### src/sv/mctb_pkg.sv
// Shared types and constants for the multi-channel token bucket.
// No dependencies; used by mctb_ctrl, mctb_dp and the top level.
package mctb_pkg;

    // Number of buckets and derived widths.
    localparam int CHANNELS = 64;
    localparam int CH_AW    = (CHANNELS > 1) ? $clog2(CHANNELS) : 1;
    localparam int CH_W     = 6;
    localparam int CMP_W    = 9;
    localparam int TOK_W    = 24;
    localparam int CMD_W    = 2;
    localparam int IDX_W    = 1;

    // Request command codes. The fourth code has no meaning and answers zero.
    typedef enum logic [CMD_W-1:0] {
        CMD_TICK = 2'd0,
        CMD_TAKE = 2'd1,
        CMD_GIVE = 2'd2
    } cmd_t;

    // Configuration register indexes.
    localparam logic [IDX_W-1:0] REG_REFILL = 1'b0;
    localparam logic [IDX_W-1:0] REG_BURST  = 1'b1;

    // Controller states.
    typedef enum logic [1:0] {
        S_IDLE,
        S_EXEC,
        S_TRD,
        S_TWR
    } state_t;

    // Commands from the controller to the datapath.
    typedef struct packed {
        logic accept;
        logic exec;
        logic sweep_rd;
        logic sweep_wr;
    } ctl_t;

    // Status from the datapath to the controller.
    typedef struct packed {
        logic sweep_last;
    } sts_t;

endpackage

### src/sv/mctb_ctrl.sv
// Controller state machine for the token bucket block.
// Depends on mctb_pkg for the state type and the command/status structs.
module mctb_ctrl
(
    input  logic                           clk,
    input  logic                           rst_n,
    input  logic                           start,
    input  logic [mctb_pkg::CMD_W-1:0]     command,
    input  mctb_pkg::sts_t                 sts,
    output mctb_pkg::ctl_t                 ctl,
    output logic                           busy
);

    mctb_pkg::state_t state_reg;
    mctb_pkg::state_t state_next;

    // State register.
    always_ff @(posedge clk or negedge rst_n)
    begin
        if (!rst_n)
        begin
            state_reg <= mctb_pkg::S_IDLE;
        end
        else
        begin
            state_reg <= state_next;
        end
    end

    // Next state and datapath commands.
    always_comb
    begin
        state_next   = state_reg;
        ctl          = '0;
        busy         = 1'b1;
        case (state_reg)
            mctb_pkg::S_IDLE:
            begin
                busy = 1'b0;
                if (start)
                begin
                    ctl.accept = 1'b1;
                    if (command == mctb_pkg::CMD_TICK)
                    begin
                        state_next = mctb_pkg::S_TRD;
                    end
                    else
                    begin
                        state_next = mctb_pkg::S_EXEC;
                    end
                end
            end
            mctb_pkg::S_EXEC:
            begin
                ctl.exec   = 1'b1;
                state_next = mctb_pkg::S_IDLE;
            end
            mctb_pkg::S_TRD:
            begin
                ctl.sweep_rd = 1'b1;
                state_next   = mctb_pkg::S_TWR;
            end
            mctb_pkg::S_TWR:
            begin
                ctl.sweep_wr = 1'b1;
                if (sts.sweep_last)
                begin
                    state_next = mctb_pkg::S_IDLE;
                end
                else
                begin
                    state_next = mctb_pkg::S_TRD;
                end
            end
            default:
            begin
                state_next = mctb_pkg::S_IDLE;
            end
        endcase
    end

endmodule

### src/sv/mctb_dp.sv
// Datapath for the token bucket block: level memory, valid flags,
// configuration registers, sweep counter and result registers. Uses mctb_pkg.
module mctb_dp
(
    input  logic                           clk,
    input  logic                           rst_n,
    input  mctb_pkg::ctl_t                 ctl,
    output mctb_pkg::sts_t                 sts,
    input  logic [mctb_pkg::CMD_W-1:0]     command,
    input  logic [mctb_pkg::CH_W-1:0]      channel,
    input  logic [mctb_pkg::TOK_W-1:0]     amount,
    input  logic                           wr_en,
    input  logic [mctb_pkg::IDX_W-1:0]     wr_index,
    input  logic [mctb_pkg::TOK_W-1:0]     wr_data,
    output logic                           done,
    output logic [mctb_pkg::TOK_W-1:0]     granted,
    output logic                           empty_res
);

    // Level memory and per-entry valid flags; an entry not yet written reads zero.
    logic [mctb_pkg::TOK_W-1:0]    mem [mctb_pkg::CHANNELS];
    logic [mctb_pkg::CHANNELS-1:0] vld_reg;

    logic [mctb_pkg::TOK_W-1:0]    refill_reg;
    logic [mctb_pkg::TOK_W-1:0]    burst_reg;

    logic [mctb_pkg::CMD_W-1:0]    cmd_reg;
    logic [mctb_pkg::CH_AW-1:0]    addr_reg;
    logic                          chok_reg;
    logic [mctb_pkg::TOK_W-1:0]    amt_reg;
    logic [mctb_pkg::CH_AW-1:0]    cnt_reg;

    logic [mctb_pkg::TOK_W-1:0]    rdata_reg;
    logic                          rvld_reg;

    logic                          done_reg;
    logic                          done_next;
    logic [mctb_pkg::TOK_W-1:0]    granted_reg;
    logic [mctb_pkg::TOK_W-1:0]    granted_next;
    logic                          empty_reg;
    logic                          empty_next;

    logic [mctb_pkg::CMP_W-1:0]    ch_ext;
    logic                          ch_ok;
    logic [mctb_pkg::CH_AW-1:0]    in_addr;
    logic [mctb_pkg::CH_AW-1:0]    rd_addr;
    logic                          rd_en;
    logic [mctb_pkg::CH_AW-1:0]    wr_addr;
    logic                          mem_we;
    logic [mctb_pkg::TOK_W-1:0]    mem_wdata;
    logic [mctb_pkg::TOK_W-1:0]    level;
    logic [mctb_pkg::TOK_W-1:0]    add_val;
    logic [mctb_pkg::TOK_W:0]      sum;
    logic [mctb_pkg::TOK_W-1:0]    capped;
    logic [mctb_pkg::TOK_W-1:0]    grant;

    // Channel range check and memory index of the incoming request.
    assign ch_ext  = mctb_pkg::CMP_W'(channel);
    assign ch_ok   = (ch_ext < mctb_pkg::CMP_W'(mctb_pkg::CHANNELS));
    assign in_addr = ch_ext[mctb_pkg::CH_AW-1:0];

    assign sts.sweep_last = (cnt_reg == mctb_pkg::CH_AW'(mctb_pkg::CHANNELS - 1));

    // Configuration registers.
    always_ff @(posedge clk or negedge rst_n)
    begin
        if (!rst_n)
        begin
            refill_reg <= '0;
            burst_reg  <= '0;
        end
        else if (wr_en)
        begin
            case (wr_index)
                mctb_pkg::REG_REFILL: refill_reg <= wr_data;
                mctb_pkg::REG_BURST:  burst_reg  <= wr_data;
                default:              ;
            endcase
        end
    end

    // Request capture and sweep counter.
    always_ff @(posedge clk)
    begin
        if (ctl.accept)
        begin
            cmd_reg  <= command;
            addr_reg <= in_addr;
            chok_reg <= ch_ok;
            amt_reg  <= amount;
            cnt_reg  <= '0;
        end
        else if (ctl.sweep_wr)
        begin
            cnt_reg <= cnt_reg + 1'b1;
        end
    end

    // Read address: the request's channel on accept, the counter during a sweep.
    always_comb
    begin
        rd_addr = ctl.sweep_rd ? cnt_reg : in_addr;
        rd_en   = ctl.sweep_rd || (ctl.accept && ch_ok);
    end

    // Memory read port with registered data.
    always_ff @(posedge clk)
    begin
        if (rd_en)
        begin
            rdata_reg <= mem[rd_addr];
            rvld_reg  <= vld_reg[rd_addr];
        end
    end

    // Level arithmetic: capped add for tick and give, clamp for take.
    always_comb
    begin
        level   = rvld_reg ? rdata_reg : '0;
        add_val = ctl.sweep_wr ? refill_reg : amt_reg;
        sum     = {1'b0, level} + {1'b0, add_val};
        capped  = (sum > {1'b0, burst_reg}) ? burst_reg : sum[mctb_pkg::TOK_W-1:0];
        grant   = (amt_reg < level) ? amt_reg : level;
    end

    // Write-back and result selection.
    always_comb
    begin
        mem_we       = 1'b0;
        wr_addr      = addr_reg;
        mem_wdata    = capped;
        done_next    = 1'b0;
        granted_next = '0;
        empty_next   = 1'b0;
        if (ctl.sweep_wr)
        begin
            mem_we    = 1'b1;
            wr_addr   = cnt_reg;
            done_next = sts.sweep_last;
        end
        else if (ctl.exec)
        begin
            done_next = 1'b1;
            case (cmd_reg)
                mctb_pkg::CMD_TAKE:
                begin
                    if (!chok_reg || (level == '0))
                    begin
                        empty_next = 1'b1;
                    end
                    else
                    begin
                        granted_next = grant;
                        mem_we       = 1'b1;
                        mem_wdata    = level - grant;
                    end
                end
                mctb_pkg::CMD_GIVE:
                begin
                    mem_we = chok_reg;
                end
                default:
                begin
                end
            endcase
        end
    end

    // Memory write port.
    always_ff @(posedge clk)
    begin
        if (mem_we)
        begin
            mem[wr_addr] <= mem_wdata;
        end
    end

    // Valid flags, cleared together at reset.
    always_ff @(posedge clk or negedge rst_n)
    begin
        if (!rst_n)
        begin
            vld_reg <= '0;
        end
        else if (mem_we)
        begin
            vld_reg[wr_addr] <= 1'b1;
        end
    end

    // Result registers.
    always_ff @(posedge clk or negedge rst_n)
    begin
        if (!rst_n)
        begin
            done_reg <= 1'b0;
        end
        else
        begin
            done_reg <= done_next;
        end
    end

    always_ff @(posedge clk)
    begin
        granted_reg <= granted_next;
        empty_reg   <= empty_next;
    end

    assign done      = done_reg;
    assign granted   = granted_reg;
    assign empty_res = empty_reg;

endmodule

### src/sv/multi_channel_token_bucket_top.sv
// Take, give and the unused command: accept reads the memory, S_EXEC writes back and
// registers the result strobe, and busy keeps a new request out until that is done.
// Tick: the sweep reads and rewrites one bucket per S_TRD/S_TWR pair, so the result
// comes once all CHANNELS buckets are rewritten and busy stays high until then.
// Reset clears state, configuration and all levels at once through per-bucket
// valid flags; no clearing pass. The receiver cannot stall: done lasts one cycle.
module multi_channel_token_bucket_top
(
    input  logic                           clk,
    input  logic                           rst_n,
    input  logic                           start,
    output logic                           busy,
    input  logic [mctb_pkg::CMD_W-1:0]     command,
    input  logic [mctb_pkg::CH_W-1:0]      channel,
    input  logic [mctb_pkg::TOK_W-1:0]     amount,
    input  logic                           wr_en,
    input  logic [mctb_pkg::IDX_W-1:0]     wr_index,
    input  logic [mctb_pkg::TOK_W-1:0]     wr_data,
    output logic                           done,
    output logic [mctb_pkg::TOK_W-1:0]     granted,
    output logic                           empty_res
);

    mctb_pkg::ctl_t ctl;
    mctb_pkg::sts_t sts;

    // Sequencer.
    mctb_ctrl u_ctrl
    (
        .clk     (clk),
        .rst_n   (rst_n),
        .start   (start),
        .command (command),
        .sts     (sts),
        .ctl     (ctl),
        .busy    (busy)
    );

    // Bucket storage and arithmetic.
    mctb_dp u_dp
    (
        .clk       (clk),
        .rst_n     (rst_n),
        .ctl       (ctl),
        .sts       (sts),
        .command   (command),
        .channel   (channel),
        .amount    (amount),
        .wr_en     (wr_en),
        .wr_index  (wr_index),
        .wr_data   (wr_data),
        .done      (done),
        .granted   (granted),
        .empty_res (empty_res)
    );

endmodule
### config.mk
export PLATFORM = sky130hd
export DESIGN_NAME = multi_channel_token_bucket_top
export DESIGN_NICKNAME = d
export VERILOG_FILES = /design/src/sv/mctb_pkg.sv /design/src/sv/mctb_ctrl.sv /design/src/sv/mctb_dp.sv /design/src/sv/multi_channel_token_bucket_top.sv
export SDC_FILE = /design/constraint.sdc
export NUM_CORES = 2
export LEC_CHECK = 0
export BUFFER_PORTS_ARGS = -buffer_cell sky130_fd_sc_hd__buf_2
export CAP_MARGIN = 20
export CORE_MARGIN = 8
export CORE_UTILIZATION = 30
export DETAILED_ROUTE_END_ITERATION = 10
export PLACE_DENSITY_LB_ADDON = 0.25
export SYNTH_ARGS = -nofsm -noshare
export SYNTH_HDL_FRONTEND = slang
export SYNTH_SLANG_ARGS = --single-unit
### constraint.sdc
create_clock -name clk -period 21.7 [get_ports clk]
set_clock_uncertainty 0.05 [all_clocks]
set_input_delay 2.17 -clock clk [delete_from_list [all_inputs] [get_ports clk]]
set_output_delay 2.17 -clock clk [all_outputs]
set_load 0.01 [all_outputs]
==> summary.md <==
| Metric | Value |
|---|---|
| Residual DRC count | `0` |
| Peak Freq | `between 100 and 150 MHz` |
| Root Buffer | `clkbuf_16` |
| H-tree levels | `4` |
| Width of the die | `503.3 µm` |
| Clock latency on the worst-skew pair | `0.80 ns` |
| Synth Area in Compound Gates | `4.562%` |
| Average wire length per cell after detail routing | `27.84 µm` |
| CTS clk-pin slew, worst paths | `0.06 ns` |
| Setup TNS | `0 ns` |
| Combined global-route utilization of all metal layers | `about 16%` |
| Area of the multi-input gates | `0.01916 mm²` |
| Crit path DAT | `7.70 ns` |
| Fraction of the mapped netlist area in simple logic gates | `4.942%` |
| Grt ovf | `0` |
| TritonCTS clock tree | `built` |
| Kind of launch point of the worst setup path | `register` |
| Vias in the first global route | `38,680` |
| Area post-placement | `0.07625 mm²` |
| Count of state elements after synthesis | `1,739` |
| Total clock buffers created by CTS | `177` |
| Boundary Pins | `88` |
| Gate count of the mapped netlist | `~4,000` |
| Final count of pins violating max slew | `0` |
| Number of flip-flops under the largest register name | `~1,500` |
| Number of warnings reported in the yosys synthesis log | `0` |
| Critical path peak fanout | `64` |
| HPWL after detailed placement | `approximately 110,000 µm` |
| Placement-stage worst setup slack | `14.47 ns` |
| Final instance area | `0.08193 mm²` |
| CTS sink cnt | `between 1,500 and 2,000` |
| Core outline area | `~0.24 mm²` |
| Register area | `0.05133 mm²` |
| Multiplexer share of the synthesized area | `14.33%` |
| Global-route wire length before repair | `a little under 300,000 µm` |
| Final Net Count | `4,258` |
| Placer Congestion | `0.7948` |
| Share of the cycle needed by the critical path after routing | `33.50%` |
| MaxCap Viol Count | `0` |
| Adder and majority cell fraction of the synthesized area | `1.715%` |
| Fill count | `22,430` |
| Final critical-path setup slack | `14.43 ns` |
| Number of flops mapped to enable cells by yosys | `1,593` |
| Xor and xnor fraction of the mapped netlist area | `0.5657%` |
| Detailed Route Iter0 Violations | `3,335` |
| Number of placed instances with taps included | `approximately 7,100` |
| Worst Tran Pin Value | `1.167 ns` |
| Main combinational cell family by area after synthesis | `multiplexers` |
| Fraction of registers with async set/reset | `6.613%` |
| Max-Slew Margin vs Limit | `21.76%` |
| Area enclosed by the die boundary | `around 0.25 mm²` |
| Setup Buffers After CTS | `0` |
| Number of resized instances in the post-cts repair step | `0` |
| Vias per std cell | `5.121` |
| RSZ-0062 raised after global routing | `false` |
| Final Instance Count excl. Fillers | `~7,400` |
| Effective utilization at floorplan | `a little under a third` |
| Shortest period the worst path allows | `between 7 and 8 ns` |
| Post-synth top flop | `edfxtp_1` |
| Antenna violations before repair | `6` |
| Total Wirelength | `206,700 µm` |
| WP data required | `22.13 ns` |
| Fraction of final layout cells with drive strength greater than 1 | `25.58%` |
| DR pass1 iterations | `5` |
| Status | `completed` |
| Register area share after synthesis | `between 70% and 80%` |
| Via count | `38,020` |
| CTS Hold Buffers Added | `0` |
| Worst Path Class, Setup | `register to register` |
| Hold violation total from the final report | `0` |
| Antenna violation net count after detailed routing | `0` |
| Critical Path End Type | `register` |
| Syn_nets | `between 4,000 and 5,000` |
| Num rows | `~180` |
| Maximum number of pins on one net before global-route repair | `135` |
| Buffer depth of the longest clock path | `3` |
| Hold WC Path Type | `register to register` |
| Setup violators final | `0` |
| Count of port buffers added during placement | `between 80 and 90` |
| Worst stage delay on the critical path | `~0.62 ns` |
| Mean post-synth cell area | `18.23 µm²` |
| Chip Height | `~500 µm` |
| Cell with the largest stage delay on the worst path | `buf_4` |
| Syn Std Cell Area | `0.07122 mm²` |
| Syn-to-layout area delta | `15.03%` |
| Number of distinct standard cells referenced by the synthesized netlist | `74` |
-- critical path: cells and delay by family, from the launching register on --
family / cells / cell delay (ns)
AOI/OAI and AO/OA: 10 / 2.36
and+or+nand+nor: 9 / 1.56
buffers and inverters: 4 / 1.35
adders and majority gates: 3 / 0.77
DFF: 1 / 0.49
muxes: 1 / 0.24
-- cell families (layout without fill, tap and decap cells) --
| kind of cell | Yosys count | count (layout) |
|---|---|---|
| AO/OA/AOI/OAI | 480 | 480 |
| flip-flops | 1739 | 1739 |
| adder cells (fa/ha/maj) | 97 | 97 |
| other | 0 | 4 |
| buffers and inverters | 280 | 626 |
| multiplexers | 513 | 513 |
| AND/OR/NAND/NOR | 753 | 753 |
| XOR/XNOR | 46 | 46 |
-- layout make-up --
class	count	share of cell area, %
Clock inverter	107	1.089
Clock buffer	223	5.818
Inverter	71	0.3253
Timing Repair Buffer	225	1.880
Antenna cell	4	0.01222
Sequential cell	1739	62.65
Multi-Input combinational cell	1889	23.38
Tap cell	3167	4.836
-- through the flow --
| step | hold slack, ns | utilization (%) |
|---|---|---|
| after CTS | 0.4116 | 34.57 |
| final | 0.4077 | 34.58 |
| after global placement | 0.3911 | 32.18 |
| after detailed placement | 0.3959 | 32.18 |
| after floorplan | 0.3778 | - |
| after global routing | 0.4242 | 34.57 |
-- path summary, 6_finish.rpt --
check | to | cells after the start | slack, ns | start
max | u_dp.mem[17][12] | 27 | 14.43 | u_ctrl.state_reg[0]
min | u_dp.vld_reg[0] | 1 | 0.41 | u_dp.vld_reg[0]
max reg2reg | u_dp.mem[17][12] | 27 | 14.43 | u_ctrl.state_reg[0]
min reg2reg | u_dp.vld_reg[0] | 1 | 0.41 | u_dp.vld_reg[0]
max in group asynchronous | u_dp.vld_reg[19] | 2 | 19.24 | rst_n
min in group asynchronous | u_dp.vld_reg[39] | 1 | 1.26 | rst_n
-- layer usage --
layer | GRT usage [%] | vias to the layer above | wire length (µm)
met2 | 27.03 | 1079 | 102300
met4 | 4.145 | 0 | 5007
met1 | 21.69 | 20630 | 89580
met5 | 0 | - | 0
li1 | - | 16050 | -
met3 | 2.156 | 264 | 9769
-- Yosys cell counts, types with 8 or more instances --
library cell / n / area share [%]
a211oi_1: 132 / 1.4
a21o_1: 19 / 0.20
a21oi_1: 118 / 0.83
a311oi_1: 51 / 0.63
a31oi_1: 56 / 0.49
and2_1: 104 / 0.91
buf_2: 47 / 0.33
buf_4: 36 / 0.38
clkbuf_1: 117 / 0.62
dfrtp_1: 115 / 4.0
dfxtp_1: 31 / 0.87
edfxtp_1: 1593 / 67
ha_1: 92 / 1.6
inv_1: 70 / 0.37
mux2_2: 50 / 0.79
mux2i_1: 61 / 0.86
mux4_2: 400 / 13
nand2_1: 337 / 1.8
nand2b_1: 15 / 0.13
nand3_1: 12 / 0.084
nand4_1: 10 / 0.088
nor2_1: 144 / 0.76
nor2b_1: 12 / 0.11
nor3_1: 9 / 0.063
nor4_1: 10 / 0.088
o21a_1: 10 / 0.11
o21ai_0: 37 / 0.26
o21bai_1: 8 / 0.084
or2_1: 22 / 0.19
or2_2: 49 / 0.43
or3_1: 8 / 0.070
xnor2_1: 30 / 0.37
xor2_1: 16 / 0.20
-- layout by cell type (no fill, tap or decap), drive strengths merged, types with 51 or more instances in the layout --
master and n:
a211oi 132, a21oi 121, a311oi 51, a31oi 56, and2 104, buf 223
clkbuf 225, clkinv 84, dfrtp 115, edfxtp 1593, ha 92, inv 79
mux2i 63, mux4 400, nand2 337, nor2 144, or2 71
Power is not shown: default switching activity piles up to over one toggle a cycle in this logic, so the estimate is an artifact.
